<file path="config.mk">
export PLATFORM = sky130hd
export DESIGN_NAME = three_class_queue_scheduler_top_flat
export DESIGN_NICKNAME = d
export VERILOG_FILES = /design/src/hw/rtl/tcqs_pkg.sv /design/src/hw/rtl/tcqs_in_if.sv /design/src/hw/rtl/tcqs_out_if.sv /design/src/hw/rtl/tcqs_ram.sv /design/src/hw/rtl/three_class_queue_scheduler_top.sv /design/src/flat_wrapper.sv
export SDC_FILE = /design/constraint.sdc
export NUM_CORES = 1
export LEC_CHECK = 0
export ABC_AREA = 1
export BUFFER_PORTS_ARGS = -buffer_cell sky130_fd_sc_hd__buf_4
export CAP_MARGIN = 15
export CELL_PAD_IN_SITES_DETAIL_PLACEMENT = 0
export CELL_PAD_IN_SITES_GLOBAL_PLACEMENT = 1
export CORE_MARGIN = 1
export CORE_UTILIZATION = 47
export CTS_BUF_LIST = sky130_fd_sc_hd__clkbuf_4
export CTS_CLUSTER_SIZE = 30
export DETAILED_ROUTE_END_ITERATION = 16
export HOLD_SLACK_MARGIN = 0.06
export PLACE_DENSITY = 0.83
export REMOVE_ABC_BUFFERS = 1
export SLEW_MARGIN = 0
export SYNTH_ARGS = -nofsm -noshare
export SYNTH_HDL_FRONTEND = slang
export SYNTH_SLANG_ARGS = --single-unit
</file>
<file path="constraint.sdc">
create_clock -name clk -period 3.15 [get_ports clk]
set_input_delay 0.4725 -clock clk [delete_from_list [all_inputs] [get_ports clk]]
set_output_delay 0.4725 -clock clk [all_outputs]
set_load 0.03 [all_outputs]
</file>
<file path="src/hw/rtl/tcqs_pkg.sv">
`default_nettype none
package tcqs_pkg;

  localparam int QUEUE_DEPTH = 16;
  localparam int ID_WIDTH    = 16;

  localparam int QIDX_W   = (QUEUE_DEPTH > 1) ? $clog2(QUEUE_DEPTH) : 1;
  localparam int FILL_W   = $clog2(QUEUE_DEPTH + 1);
  localparam int SUM_W    = QIDX_W + 1;
  localparam int RAM_AW   = QIDX_W + 2;
  localparam int RAM_DEPTH = 3 << QIDX_W;

  localparam int RUN_W    = 4;
  localparam int CFG_ADDR_W = 3;
  localparam int CFG_DATA_W = 32;

  localparam logic [RUN_W-1:0] RUN_MAX       = 4'd15;
  localparam logic [RUN_W-1:0] MAX_RUN_RESET = 4'd3;

  // register index (byte address / 4)
  localparam logic [CFG_ADDR_W-3:0] REG_MAX_RUN = '0;

  localparam logic [1:0] REQ_ENQUEUE = 2'd0;
  localparam logic [1:0] REQ_SERVE   = 2'd1;
  localparam logic [1:0] REQ_CLEAR   = 2'd2;

  localparam logic [1:0] CLASS_REGULAR = 2'd0;
  localparam logic [1:0] CLASS_HIGH    = 2'd1;
  localparam logic [1:0] CLASS_TOP     = 2'd2;
  // no queue behind this code; enqueues to it are ignored
  localparam logic [1:0] CLASS_NONE    = 2'd3;

  typedef logic [ID_WIDTH-1:0] id_t;

  // item between the accept cycle and the memory read data
  typedef struct packed {
    logic       grant;
    logic [1:0] cls;
    logic       dropped;
  } stage_t;

  typedef struct packed {
    logic       grant_valid;
    id_t        granted_id;
    logic [1:0] granted_class;
    logic       enqueue_dropped;
  } res_t;

endpackage
`default_nettype wire

</file>
<file path="src/hw/rtl/tcqs_in_if.sv">
`default_nettype none
interface tcqs_in_if;
  import tcqs_pkg::*;

  logic       valid;
  logic       ready;
  logic [1:0] req_type;
  logic [1:0] class_code;
  id_t        request_id;

  modport source (output valid, output req_type, output class_code, output request_id,
                  input ready);
  modport sink   (input valid, input req_type, input class_code, input request_id,
                  output ready);
endinterface
`default_nettype wire

</file>
<file path="src/hw/rtl/tcqs_out_if.sv">
`default_nettype none
interface tcqs_out_if;
  import tcqs_pkg::*;

  logic       valid;
  logic       ready;
  logic       grant_valid;
  id_t        granted_id;
  logic [1:0] granted_class;
  logic       enqueue_dropped;

  modport source (output valid, output grant_valid, output granted_id,
                  output granted_class, output enqueue_dropped, input ready);
  modport sink   (input valid, input grant_valid, input granted_id,
                  input granted_class, input enqueue_dropped, output ready);
endinterface
`default_nettype wire

</file>
<file path="src/hw/rtl/tcqs_ram.sv">
`default_nettype none
module tcqs_ram #(
  parameter int WIDTH = 16,
  parameter int DEPTH = 64
) (
  input  wire logic                     clk,
  input  wire logic                     we,
  input  wire logic [$clog2(DEPTH)-1:0] waddr,
  input  wire logic [WIDTH-1:0]         wdata,
  input  wire logic                     re,
  input  wire logic [$clog2(DEPTH)-1:0] raddr,
  output      logic [WIDTH-1:0]         rdata
);

  logic [WIDTH-1:0] mem_r [DEPTH];
  logic [WIDTH-1:0] rdata_r;

  always_ff @(posedge clk) begin
    if (we) begin
      mem_r[waddr] <= wdata;
    end
    if (re) begin
      rdata_r <= mem_r[raddr];
    end
  end

  assign rdata = rdata_r;

endmodule
`default_nettype wire

</file>
<file path="src/hw/rtl/three_class_queue_scheduler_top.sv">
`default_nettype none
// Three-class queue scheduler: regular, high and top FIFOs of request ids with
// strict priority bounded by a starvation limit on consecutive priority grants.
//
// in_if  : request words (req_type, class_code, request_id), valid/ready.
//          Enqueue files an id, serve pops one, clear resets the run counter.
// out_if : one result word per request word (grant_valid, granted_id,
//          granted_class, enqueue_dropped), valid/ready.
// cfg_*  : APB-style port, register 0 at byte address 0 is max_priority_run.
//
// Throughput is one word per cycle while the receiver keeps up. The grant
// decision and queue pointers update at accept, the id is read out of the
// shared id memory through its registered read port, and the output register
// then takes it.
// A stalled receiver backs up the output register, then the read stage, then
// in_if.ready drops; nothing is lost.
// Reset empties all queues, clears the run counter and sets max_priority_run to
// 3. The id memory is not cleared; only occupied entries are ever read.
module three_class_queue_scheduler_top (
  input  wire logic                            clk,
  input  wire logic                            rst_n,
  tcqs_in_if.sink                              in_if,
  tcqs_out_if.source                           out_if,
  input  wire logic                            cfg_psel,
  input  wire logic                            cfg_penable,
  input  wire logic                            cfg_pwrite,
  input  wire logic [tcqs_pkg::CFG_ADDR_W-1:0] cfg_paddr,
  input  wire logic [tcqs_pkg::CFG_DATA_W-1:0] cfg_pwdata,
  output      logic [tcqs_pkg::CFG_DATA_W-1:0] cfg_prdata,
  output      logic                            cfg_pready
);
  import tcqs_pkg::*;

  localparam logic [FILL_W-1:0] FILL_FULL = FILL_W'(QUEUE_DEPTH);
  localparam logic [QIDX_W-1:0] IDX_LAST  = QIDX_W'(QUEUE_DEPTH - 1);
  localparam logic [SUM_W-1:0]  SUM_DEPTH = SUM_W'(QUEUE_DEPTH);

  logic [QIDX_W-1:0] head_r [3];
  logic [QIDX_W-1:0] head_nxt [3];
  logic [FILL_W-1:0] fill_r [3];
  logic [FILL_W-1:0] fill_nxt [3];
  logic [RUN_W-1:0]  run_r, run_nxt;
  logic [RUN_W-1:0]  max_run_r, max_run_nxt;

  stage_t st_r, st_nxt;
  logic   st_valid_r, st_valid_nxt;
  res_t   out_r, out_nxt;
  logic   out_valid_r, out_valid_nxt;

  logic       acc;
  logic       st_adv;
  logic [2:0] waiting;
  logic       any_prio;
  logic [1:0] gcls;
  logic       grant;
  logic       enq_ok;
  logic       enq_full;
  logic [QIDX_W-1:0] enq_head;
  logic [FILL_W-1:0] enq_fill;
  logic [QIDX_W-1:0] pop_head;
  logic [SUM_W-1:0]  tail_sum;
  logic [QIDX_W-1:0] tail_idx;
  logic       cfg_wr;
  logic       ram_we;
  logic       ram_re;
  logic [RAM_AW-1:0] ram_waddr, ram_raddr;
  id_t        ram_rdata;

  assign st_adv   = st_valid_r && (!out_valid_r || out_if.ready);
  assign in_if.ready = !st_valid_r || st_adv;
  assign acc      = in_if.valid && in_if.ready;

  always_comb begin
    for (int c = 0; c < 3; c++) begin
      waiting[c] = (fill_r[c] != '0);
    end
  end

  assign any_prio = waiting[CLASS_TOP] || waiting[CLASS_HIGH];

  // grant choice: priority while under the run limit, else regular, else fallback
  always_comb begin
    grant = 1'b1;
    gcls  = CLASS_REGULAR;
    if ((run_r < max_run_r) && any_prio) begin
      gcls = waiting[CLASS_TOP] ? CLASS_TOP : CLASS_HIGH;
    end else if (waiting[CLASS_REGULAR]) begin
      gcls = CLASS_REGULAR;
    end else if (any_prio) begin
      gcls = waiting[CLASS_TOP] ? CLASS_TOP : CLASS_HIGH;
    end else begin
      grant = 1'b0;
    end
  end

  always_comb begin
    enq_head = '0;
    enq_fill = '0;
    pop_head = '0;
    for (int c = 0; c < 3; c++) begin
      if (in_if.class_code == 2'(c)) begin
        enq_head = head_r[c];
        enq_fill = fill_r[c];
      end
      if (gcls == 2'(c)) begin
        pop_head = head_r[c];
      end
    end
  end

  assign enq_full = (enq_fill == FILL_FULL);
  assign tail_sum = SUM_W'(enq_head) + SUM_W'(enq_fill);
  assign tail_idx = (tail_sum >= SUM_DEPTH) ? QIDX_W'(tail_sum - SUM_DEPTH)
                                            : QIDX_W'(tail_sum);
  assign enq_ok   = (in_if.class_code != CLASS_NONE) && !enq_full;

  assign ram_we    = acc && (in_if.req_type == REQ_ENQUEUE) && enq_ok;
  assign ram_waddr = {in_if.class_code, tail_idx};
  assign ram_re    = acc && (in_if.req_type == REQ_SERVE) && grant;
  assign ram_raddr = {gcls, pop_head};

  tcqs_ram #(
    .WIDTH (ID_WIDTH),
    .DEPTH (RAM_DEPTH)
  ) u_id_ram (
    .clk   (clk),
    .we    (ram_we),
    .waddr (ram_waddr),
    .wdata (in_if.request_id),
    .re    (ram_re),
    .raddr (ram_raddr),
    .rdata (ram_rdata)
  );

  always_comb begin
    for (int c = 0; c < 3; c++) begin
      head_nxt[c] = head_r[c];
      fill_nxt[c] = fill_r[c];
    end
    run_nxt = run_r;
    st_nxt  = st_r;
    if (acc) begin
      st_nxt = '0;
      case (in_if.req_type)
        REQ_ENQUEUE: begin
          for (int c = 0; c < 3; c++) begin
            if ((in_if.class_code == 2'(c)) && !enq_full) begin
              fill_nxt[c] = fill_r[c] + 1'b1;
            end
          end
          st_nxt.dropped = (in_if.class_code != CLASS_NONE) && enq_full;
        end
        REQ_SERVE: begin
          if (grant) begin
            for (int c = 0; c < 3; c++) begin
              if (gcls == 2'(c)) begin
                head_nxt[c] = (head_r[c] == IDX_LAST) ? '0 : head_r[c] + 1'b1;
                fill_nxt[c] = fill_r[c] - 1'b1;
              end
            end
            if (gcls == CLASS_REGULAR) begin
              run_nxt = '0;
            end else if (run_r != RUN_MAX) begin
              run_nxt = run_r + 1'b1;
            end
            st_nxt.grant = 1'b1;
            st_nxt.cls   = gcls;
          end
        end
        REQ_CLEAR: begin
          run_nxt = '0;
        end
        default: begin
        end
      endcase
    end
  end

  always_comb begin
    st_valid_nxt = st_valid_r;
    if (acc) begin
      st_valid_nxt = 1'b1;
    end else if (st_adv) begin
      st_valid_nxt = 1'b0;
    end
  end

  always_comb begin
    out_nxt       = out_r;
    out_valid_nxt = out_valid_r;
    if (st_adv) begin
      out_nxt.grant_valid     = st_r.grant;
      out_nxt.granted_id      = st_r.grant ? ram_rdata : '0;
      out_nxt.granted_class   = st_r.cls;
      out_nxt.enqueue_dropped = st_r.dropped;
      out_valid_nxt           = 1'b1;
    end else if (out_if.ready) begin
      out_valid_nxt = 1'b0;
    end
  end

  assign cfg_wr = cfg_psel && cfg_penable && cfg_pwrite &&
                  (cfg_paddr[CFG_ADDR_W-1:2] == REG_MAX_RUN);
  assign max_run_nxt = cfg_wr ? cfg_pwdata[RUN_W-1:0] : max_run_r;
  assign cfg_pready  = 1'b1;
  assign cfg_prdata  = (cfg_paddr[CFG_ADDR_W-1:2] == REG_MAX_RUN) ?
                       CFG_DATA_W'(max_run_r) : '0;

  always_ff @(posedge clk) begin
    if (!rst_n) begin
      for (int c = 0; c < 3; c++) begin
        head_r[c] <= '0;
        fill_r[c] <= '0;
      end
      run_r       <= '0;
      max_run_r   <= MAX_RUN_RESET;
      st_valid_r  <= 1'b0;
      out_valid_r <= 1'b0;
    end else begin
      for (int c = 0; c < 3; c++) begin
        head_r[c] <= head_nxt[c];
        fill_r[c] <= fill_nxt[c];
      end
      run_r       <= run_nxt;
      max_run_r   <= max_run_nxt;
      st_valid_r  <= st_valid_nxt;
      out_valid_r <= out_valid_nxt;
    end
  end

  always_ff @(posedge clk) begin
    st_r  <= st_nxt;
    out_r <= out_nxt;
  end

  assign out_if.valid           = out_valid_r;
  assign out_if.grant_valid     = out_r.grant_valid;
  assign out_if.granted_id      = out_r.granted_id;
  assign out_if.granted_class   = out_r.granted_class;
  assign out_if.enqueue_dropped = out_r.enqueue_dropped;

  a_fill_bounded: assert property (@(posedge clk) disable iff (!rst_n)
    (fill_r[0] <= FILL_FULL) && (fill_r[1] <= FILL_FULL) && (fill_r[2] <= FILL_FULL))
    else $error("queue fill beyond depth");

  a_grant_xor_drop: assert property (@(posedge clk) disable iff (!rst_n)
    out_valid_r |-> !(out_r.grant_valid && out_r.enqueue_dropped))
    else $error("word carries both grant and drop");

  a_backpressure: assert property (@(posedge clk) disable iff (!rst_n)
    (st_valid_r && out_valid_r && !out_if.ready) |-> !in_if.ready)
    else $error("input taken while read stage blocked");

  a_regular_clears_run: assert property (@(posedge clk) disable iff (!rst_n)
    (ram_re && (gcls == CLASS_REGULAR)) |=> (run_r == '0))
    else $error("run counter not cleared on regular grant");

endmodule
`default_nettype wire

</file>
<file path="src/flat_wrapper.sv">
// flat-port wrapper written by rule: the top's interface ports become plain ports
module three_class_queue_scheduler_top_flat import tcqs_pkg::*;
  (clk, rst_n, cfg_psel, cfg_penable, cfg_pwrite, cfg_paddr, cfg_pwdata, cfg_prdata, cfg_pready, in_if_valid, in_if_req_type, in_if_class_code, in_if_request_id, in_if_ready, out_if_valid, out_if_grant_valid, out_if_granted_id, out_if_granted_class, out_if_enqueue_dropped, out_if_ready);
  tcqs_in_if in_if_i ();
  tcqs_out_if out_if_i ();
  input  wire logic clk;
  input  wire logic rst_n;
  input  wire logic cfg_psel;
  input  wire logic cfg_penable;
  input  wire logic cfg_pwrite;
  input  wire logic [tcqs_pkg::CFG_ADDR_W-1:0] cfg_paddr;
  input  wire logic [tcqs_pkg::CFG_DATA_W-1:0] cfg_pwdata;
  output      logic [tcqs_pkg::CFG_DATA_W-1:0] cfg_prdata;
  output      logic cfg_pready;
  input wire logic [$bits(in_if_i.valid)-1:0] in_if_valid;
  input wire logic [$bits(in_if_i.req_type)-1:0] in_if_req_type;
  input wire logic [$bits(in_if_i.class_code)-1:0] in_if_class_code;
  input wire logic [$bits(in_if_i.request_id)-1:0] in_if_request_id;
  output wire logic [$bits(in_if_i.ready)-1:0] in_if_ready;
  output wire logic [$bits(out_if_i.valid)-1:0] out_if_valid;
  output wire logic [$bits(out_if_i.grant_valid)-1:0] out_if_grant_valid;
  output wire logic [$bits(out_if_i.granted_id)-1:0] out_if_granted_id;
  output wire logic [$bits(out_if_i.granted_class)-1:0] out_if_granted_class;
  output wire logic [$bits(out_if_i.enqueue_dropped)-1:0] out_if_enqueue_dropped;
  input wire logic [$bits(out_if_i.ready)-1:0] out_if_ready;
  assign in_if_i.valid = in_if_valid;
  assign in_if_i.req_type = in_if_req_type;
  assign in_if_i.class_code = in_if_class_code;
  assign in_if_i.request_id = in_if_request_id;
  assign in_if_ready = in_if_i.ready;
  assign out_if_valid = out_if_i.valid;
  assign out_if_grant_valid = out_if_i.grant_valid;
  assign out_if_granted_id = out_if_i.granted_id;
  assign out_if_granted_class = out_if_i.granted_class;
  assign out_if_enqueue_dropped = out_if_i.enqueue_dropped;
  assign out_if_i.ready = out_if_ready;
  three_class_queue_scheduler_top u_core (.clk(clk), .rst_n(rst_n), .in_if(in_if_i), .out_if(out_if_i), .cfg_psel(cfg_psel), .cfg_penable(cfg_penable), .cfg_pwrite(cfg_pwrite), .cfg_paddr(cfg_paddr), .cfg_pwdata(cfg_pwdata), .cfg_prdata(cfg_prdata), .cfg_pready(cfg_pready));
endmodule
</file>
# --- After elaboration in Yosys (flattened, before gate mapping) ---
# Memory sizes are Yosys's and may differ from the RTL's. A register that Yosys moved wholly into a read port is not among the register bits.
# Index checks and enable logic that the tools add are counted.
word_totals:
  regBits: 34
  mem_bits_rw: 795
  input_bits: 62
  output_inout_bits: 55
  wordCells: 136
  n_memories: 3
mem_list:
  columns: ["memory", "words", "word_bits", "read_ports", "rd_clocked_by_memory_dff", "wr", "line", "source"]
  rows:
  - ["u_core.u_id_ram.mem_r", 48, 16, 1, 1, 1, "tcqs_ram.sv:15", "logic [WIDTH-1:0] mem_r [DEPTH];"]
  - ["u_core.fill_r", 3, 5, 3, 0, 3, "three_class_queue_scheduler_top.sv:40", "logic [FILL_W-1:0] fill_r [3];"]
  - ["u_core.head_r", 3, 4, 3, 0, 3, "three_class_queue_scheduler_top.sv:38", "logic [QIDX_W-1:0] head_r [3];"]
classes:
  n_addsub: 12
  order_cmp: 2
  eq_ne: 14
  n_mux: 55
  bitwise: 7
  n_reduce_logical: 32
ops:
  columns: ["cell", "count"]
  rows:
  - ["$mux 4", 20]
  - ["$mux 5", 12]
  - ["$mux 12", 3]
  - ["$mux 15", 2]
  - ["$pmux 15 s2", 1]
  - ["$add 4x1->4 const B", 4]
  - ["$add 5x1->5 const B", 3]
  - ["$logic_and 1x1->1", 15]
  - ["$reduce_bool 5->1", 3]
  - ["$sub 5x1->5 const B", 3]
  - ["$eq 4x4->1 const B", 3]
  - ["$mux 1", 11]
  - ["$mux 2", 4]
  - ["$pmux 4 s2", 1]
  - ["$eq 2x1->1 const B", 3]
  - ["$eq 2x2->1 const B", 3]
  - ["$logic_not 2->1", 3]
  - ["$or 1x1->1", 6]
  - ["$reduce_bool 2->1", 3]
  - ["$add 4x5->5", 1]
  - ["$eq 5x5->1 const B", 1]
  - ["$ge 5x5->1 const B", 1]
  - ["$lt 4x4->1", 1]
  - ["$ne 4x4->1 const B", 1]
  - ["10 further kinds", 14]

# --- Longest topological paths before layout ---
# An unclocked memory read counts as a cell.
logic_depth:
  word_depth: 12
  ltp_mapped: 21
  depth_no_buf: 19

# --- Hierarchy ---
# A second synthesis with hierarchy kept.
unflattened:
  hier_cells: 3071
  area_unflattened_um2: 35597.9
by_module_without_submodules:
  columns: ["mod", "instances", "cells_each", "area_each_um2"]
  rows:
  - ["tcqs_ram", 1, 2576, 31591.5]
  - ["three_class_queue_scheduler_top", 1, 495, 4006.3]

# --- Least setup slack after synthesis ---
# OpenSTA, ideal clock, no wires.
synth_path:
  path_kind: "input to register"
  from: "input port in_if_class_code[0]"
  to: "memory u_core.u_id_ram.mem_r[10][0], enable pin"
  arrival_time_ns: 2.947
  t_required_ns: 2.762
  setup_slack_ns: -0.185
  stages: 12
  n_path_buf: 0
  cell_sequence: "inv_1 > nand2_2 > inv_1 > a221oi_1 > ha_1 > inv_1 > fa_1 > xor2_1 > inv_1 > nor2_1 > nand2_1 > nor2_1"
synth_via:
  elab_chain_cells: 10
  word_cells_on_any_way: 20
  cone_classes: "2 x add/sub; 1 x order compare; 4 x eq/ne; 9 x mux; 4 x reduce/logical"
synth_lines:
  columns: ["element", "line", "source"]
  rows:
  - ["start: declaration", "flat_wrapper.sv:17", "input wire logic [$bits(in_if_i.class_code)-1:0] in_if_class_code;"]
  - ["branches (longest 10 deep; another with $add 4x5->5)", null, null]
  - ["end: declaration", "tcqs_ram.sv:15", null]
# Several ways; the timed one is not identified.

# --- Worst setup path in the final report ---
layout_path:
  from: "register u_core.max_run_r[2]"
  to: "register u_core.u_id_ram.rdata_r[4], in the netlist u_core.u_id_ram.rdata[4] (read register of u_core.u_id_ram.mem_r) (data pin)"
layout_via:
  elab_chain_cells: 7
  word_cells_on_any_way: 11
  cone_classes: "1 x order compare; 2 x eq/ne; 5 x mux; 3 x reduce/logical"
layout_lines:
  columns: ["element", "line", "source"]
  rows:
  - ["start: declaration", "three_class_queue_scheduler_top.sv:43", "logic [RUN_W-1:0] max_run_r, max_run_nxt;"]
  - ["start signal: assignment", "three_class_queue_scheduler_top.sv:225", "max_run_r <= max_run_nxt;"]
  - ["$lt 4x4->1 (*)", "three_class_queue_scheduler_top.sv:85", "if ((run_r < max_run_r) && any_prio) begin"]
  - ["$logic_and 1x1->1 (*)", "three_class_queue_scheduler_top.sv:85", null]
  - ["$mux 2", "three_class_queue_scheduler_top.sv:85", null]
  - ["$logic_not 2->1", "three_class_queue_scheduler_top.sv:105", "if (gcls == 2'(c)) begin"]
  - ["$mux 4 (3 in a row)", "three_class_queue_scheduler_top.sv:105", null]
  - ["end: declaration", "tcqs_ram.sv:16", "logic [WIDTH-1:0] rdata_r;"]
# Every way passes the cells marked *; elsewhere a longest branch is shown, timed or not.
# A chain may end at the register's enable or synchronous reset.

==> out/metrics.yaml <==
status: "finished clean"
synth.most_common_cell: "edfxtp_1"
setup-tns-final_ns: 0
area.sequential_um2: 25000
setup_viol: 0
critPathLaunchType: "flop"
grt_overflow: 0
post-place-ws_ns: -0.267
first_global_vias: 24200
drt-wirelength-per-cell_um: 19.0
cp_common_cell: "nand2_1"
synth_seq_cells: 845
cts_root_buffer: "clkbuf_4"
detailed_place_hpwl_um: 55500
cts.sinks: 845
drcViolationCount: 0
post-route-period-util: 0.959
cts_tree: "built"
synth_top_cells_by_count: "edfxtp_1, nand2_1, nand3_1, inv_1, nor2_1"
cap_violations: 0
route.layer.met1.wl_um: 39200
slowest_stage: "dfxtp_1"
synth_area_um2: 36800
insertion_delay_ns: 1.08
synth_edf_count: 808
globalRouteTotalUtil: 0.236
area_growth_pct: 18.2
synth_compound_area_frac: 0.0383
path_max_fanout: 32
synthArstFlopShare: 0
clockBufferDepth: 3
cp_cell_sequence: "inv_1 -> ha_1 -> nand2_1 -> inv_1 -> nand2_1 -> nand2_2 -> nand2_4 -> nand2_8 -> nand2_4 -> nand3_4 -> buf_12 -> buf_12 -> buf_12 -> nand2_1 -> nand2_1 -> nand2_1 -> nand3_1 -> nand3_1 -> nand3_1 -> nand3_2 -> nand2_1"
total_power_w: 0.0310
synth_warnings: 0
ys.flop_type: "edfxtp_1"
yosysSeqAreaShare: 0.679
max_slew_margin: 0.315
synth_cell_type_count: 42
dr.pass1.iters: 5
rsz0062_at_grt: "true"
place_area_um2: 40000
wl_met2_um: 45600
skew_ns: 0.0592
fin_area_um2: 43500
floorplan.die_area_um2: 79500
ir_drop_mv: 0.350
n_fill_cell: 6567
synth_area_per_cell_um2: 10.8
setup_ws_ns: 0.130
wl_met3_um: 6730
io_pins: 117
gp_congestion: 0.927
cp-end-kind: "flop"
die_w_um: 282
drt-vias-per-instance: 5.19
grt_pass1_wl_um: 140000
synth_xor_area_frac: 0.00285
synthAdderAreaFrac: 0.00965
cts_made_buffers: 207
die_h_um: 282
synth_top_family_by_area: "simple AND/OR/NAND/NOR gates"
cp.arrival_ns: 3.82
routed_wl_um: 93900
muxShareOfSynthArea: 0
crit_type: "reg2reg"
rows: 102
highest_layer: "met4"
synth_area_leaders: "edfxtp_1, nand3_1, nand2_1, inv_1, nor2_1"
max_freq_mhz: 331
antenna_found_initial: 2
tightest_slew_ns: 1.03
hold_class: "in2reg"
grt_max_degree: 81
min_period_ns: 3.02
yosys.area.top_type: "edfxtp_1"
drive_gt1_frac: 0.181
num_vias: 25700
drtIter0Drc: 2400
power.density_nw_per_um2: 713
cts_max_level: 4
hold_viol_final: 0
synthSimpleGateAreaFrac: 0.192
syn_inst: 3400
drv_slew: 0
p_leak_nw: 17.6
core-area_um2: 77500
io_buffers: 57
fin_nets: 3835
crit_required_ns: 3.95
slowest_delay_ns: 0.32
start_util: 0.475
postRouteAntennaNets: 0
netlist.area_leader.share: 0.659
multi_input_area_um2: 9320
path_clk_slew_ns: 0.06
placed cells by master (no fill, tap or decap), types with 3 or more instances in the layout:
| cell | n |
|---|---|
| nand2_1 | 688 |
| xor2_1 | 8 |
| clkbuf_4 | 292 |
| nand4_1 | 82 |
| edfxtp_1 | 808 |
| or2_2 | 44 |
| or2_0 | 6 |
| clkinv_1 | 50 |
| o21ai_1 | 21 |
| nand3_1 | 500 |
| nor3_1 | 9 |
| diode_2 | 3 |
| buf_16 | 4 |
| a211oi_1 | 4 |
| buf_12 | 56 |
| conb_1 | 29 |
| clkinv_2 | 8 |
| buf_4 | 213 |
| nor2_1 | 220 |
| buf_6 | 6 |
| nand3_2 | 27 |
| o211ai_1 | 82 |
| fa_1 | 4 |
| nand3_4 | 4 |
| nor3_2 | 3 |
| clkbuf_16 | 4 |
| inv_1 | 461 |
| dlygate4sd3_1 | 35 |
| bufinv_16 | 5 |
| nand2_2 | 6 |
| o221ai_1 | 4 |
| dfxtp_1 | 37 |
| clkinv_4 | 5 |
| a21oi_1 | 38 |
| xnor2_1 | 4 |
| o21ai_0 | 74 |
| ha_1 | 21 |
| inv_2 | 11 |
path summary, 6_finish.rpt:
check	to	depth (start not counted)	from	slack [ns]
setup / recovery	u_core.u_id_ram.rdata[4]$_DFFE_PP_	21	u_core.max_run_r[2]$_SDFFE_PN0P_	0.13
hold / removal	u_core.st_r[0]$_SDFFCE_PN0P_	8	in_if_class_code[0]	0.24
setup reg to reg	u_core.u_id_ram.rdata[4]$_DFFE_PP_	21	u_core.max_run_r[2]$_SDFFE_PN0P_	0.13
hold reg to reg	u_core.out_if.granted_class[1]$_DFFE_PP_	0	u_core.st_r[2]$_SDFFCE_PN0P_	0.45
layout make-up:
class                           count  area share
Antenna cell                        3    0.000173
Clock buffer                      292      0.0504
Clock inverter                     70      0.0100
Inverter                          473      0.0414
Multi-Input combinational cell   1898       0.214
Sequential cell                   845       0.575
Tap cell                         1040      0.0299
Timing Repair Buffer              321      0.0788
Timing Repair inverter              1    0.000259
power by group:
part           internal, W  total (W)  switching [W]
Combinational      0.00338    0.00959        0.00621
Sequential          0.0124     0.0125      0.0000489
Clock              0.00467    0.00896        0.00428
state kept, by name, summed over array words and instances (netlist names):
| name | flops |
|---|---|
| u_core.u_id_ram.mem_r | 768 |
| u_core.out_if.granted_id | 16 |
| u_core.u_id_ram.rdata | 16 |
| u_core.fill_r | 15 |
| u_core.head_r | 12 |
| u_core.max_run_r | 4 |
| u_core.run_r | 4 |
| u_core.st_r | 4 |
| u_core.out_if.granted_class | 2 |
| u_core.out_if.enqueue_dropped | 1 |
| u_core.out_if.grant_valid | 1 |
| u_core.out_if.valid | 1 |
| u_core.st_valid_r | 1 |
metrics by stage:
stage	hold WS, ns	std cells	utilization
after floorplan	0.400	3216	-
after global placement	0.427	4528	0.516
after detailed placement	0.417	4528	0.516
after CTS	0.129	4927	0.556
after global routing	0.225	4941	0.562
final	0.237	4943	0.562
metal layers:
layer / track usage / up-vias
li1: - / 12400
met1: 0.315 / 12200
met2: 0.384 / 955
met3: 0.0430 / 133
met4: 0.0911 / 0
met5: 0 / -
what timing repair did:
action	in CTS	in global routing
setup endpoints to repair	11	190
setup buffers	0	8
gates resized for setup	5	45
cloned	2	5
pin swaps	0	2
hold buffers	35	0
hold endpoints to repair	821	0
cell families (layout without fill, tap and decap cells):
| group | Yosys count | count (layout) |
|---|---|---|
| compound gates | 231 | 231 |
| xor+xnor | 12 | 12 |
| fa+ha+maj | 26 | 26 |
| buf+inv | 684 | 1157 |
| flops | 845 | 845 |
| other cells | 2 | 32 |
| simple gates | 1600 | 1600 |
critical path: cells and delay by family, from the launching register on:
family	cells	cell delay [ns]
adder cells (fa/ha/maj)	1	0.29
buffers and inverters	5	0.60
flip-flops	1	0.32
AND/OR/NAND/NOR	15	1.52
Note: power is estimated with default switching activity, not from simulation.
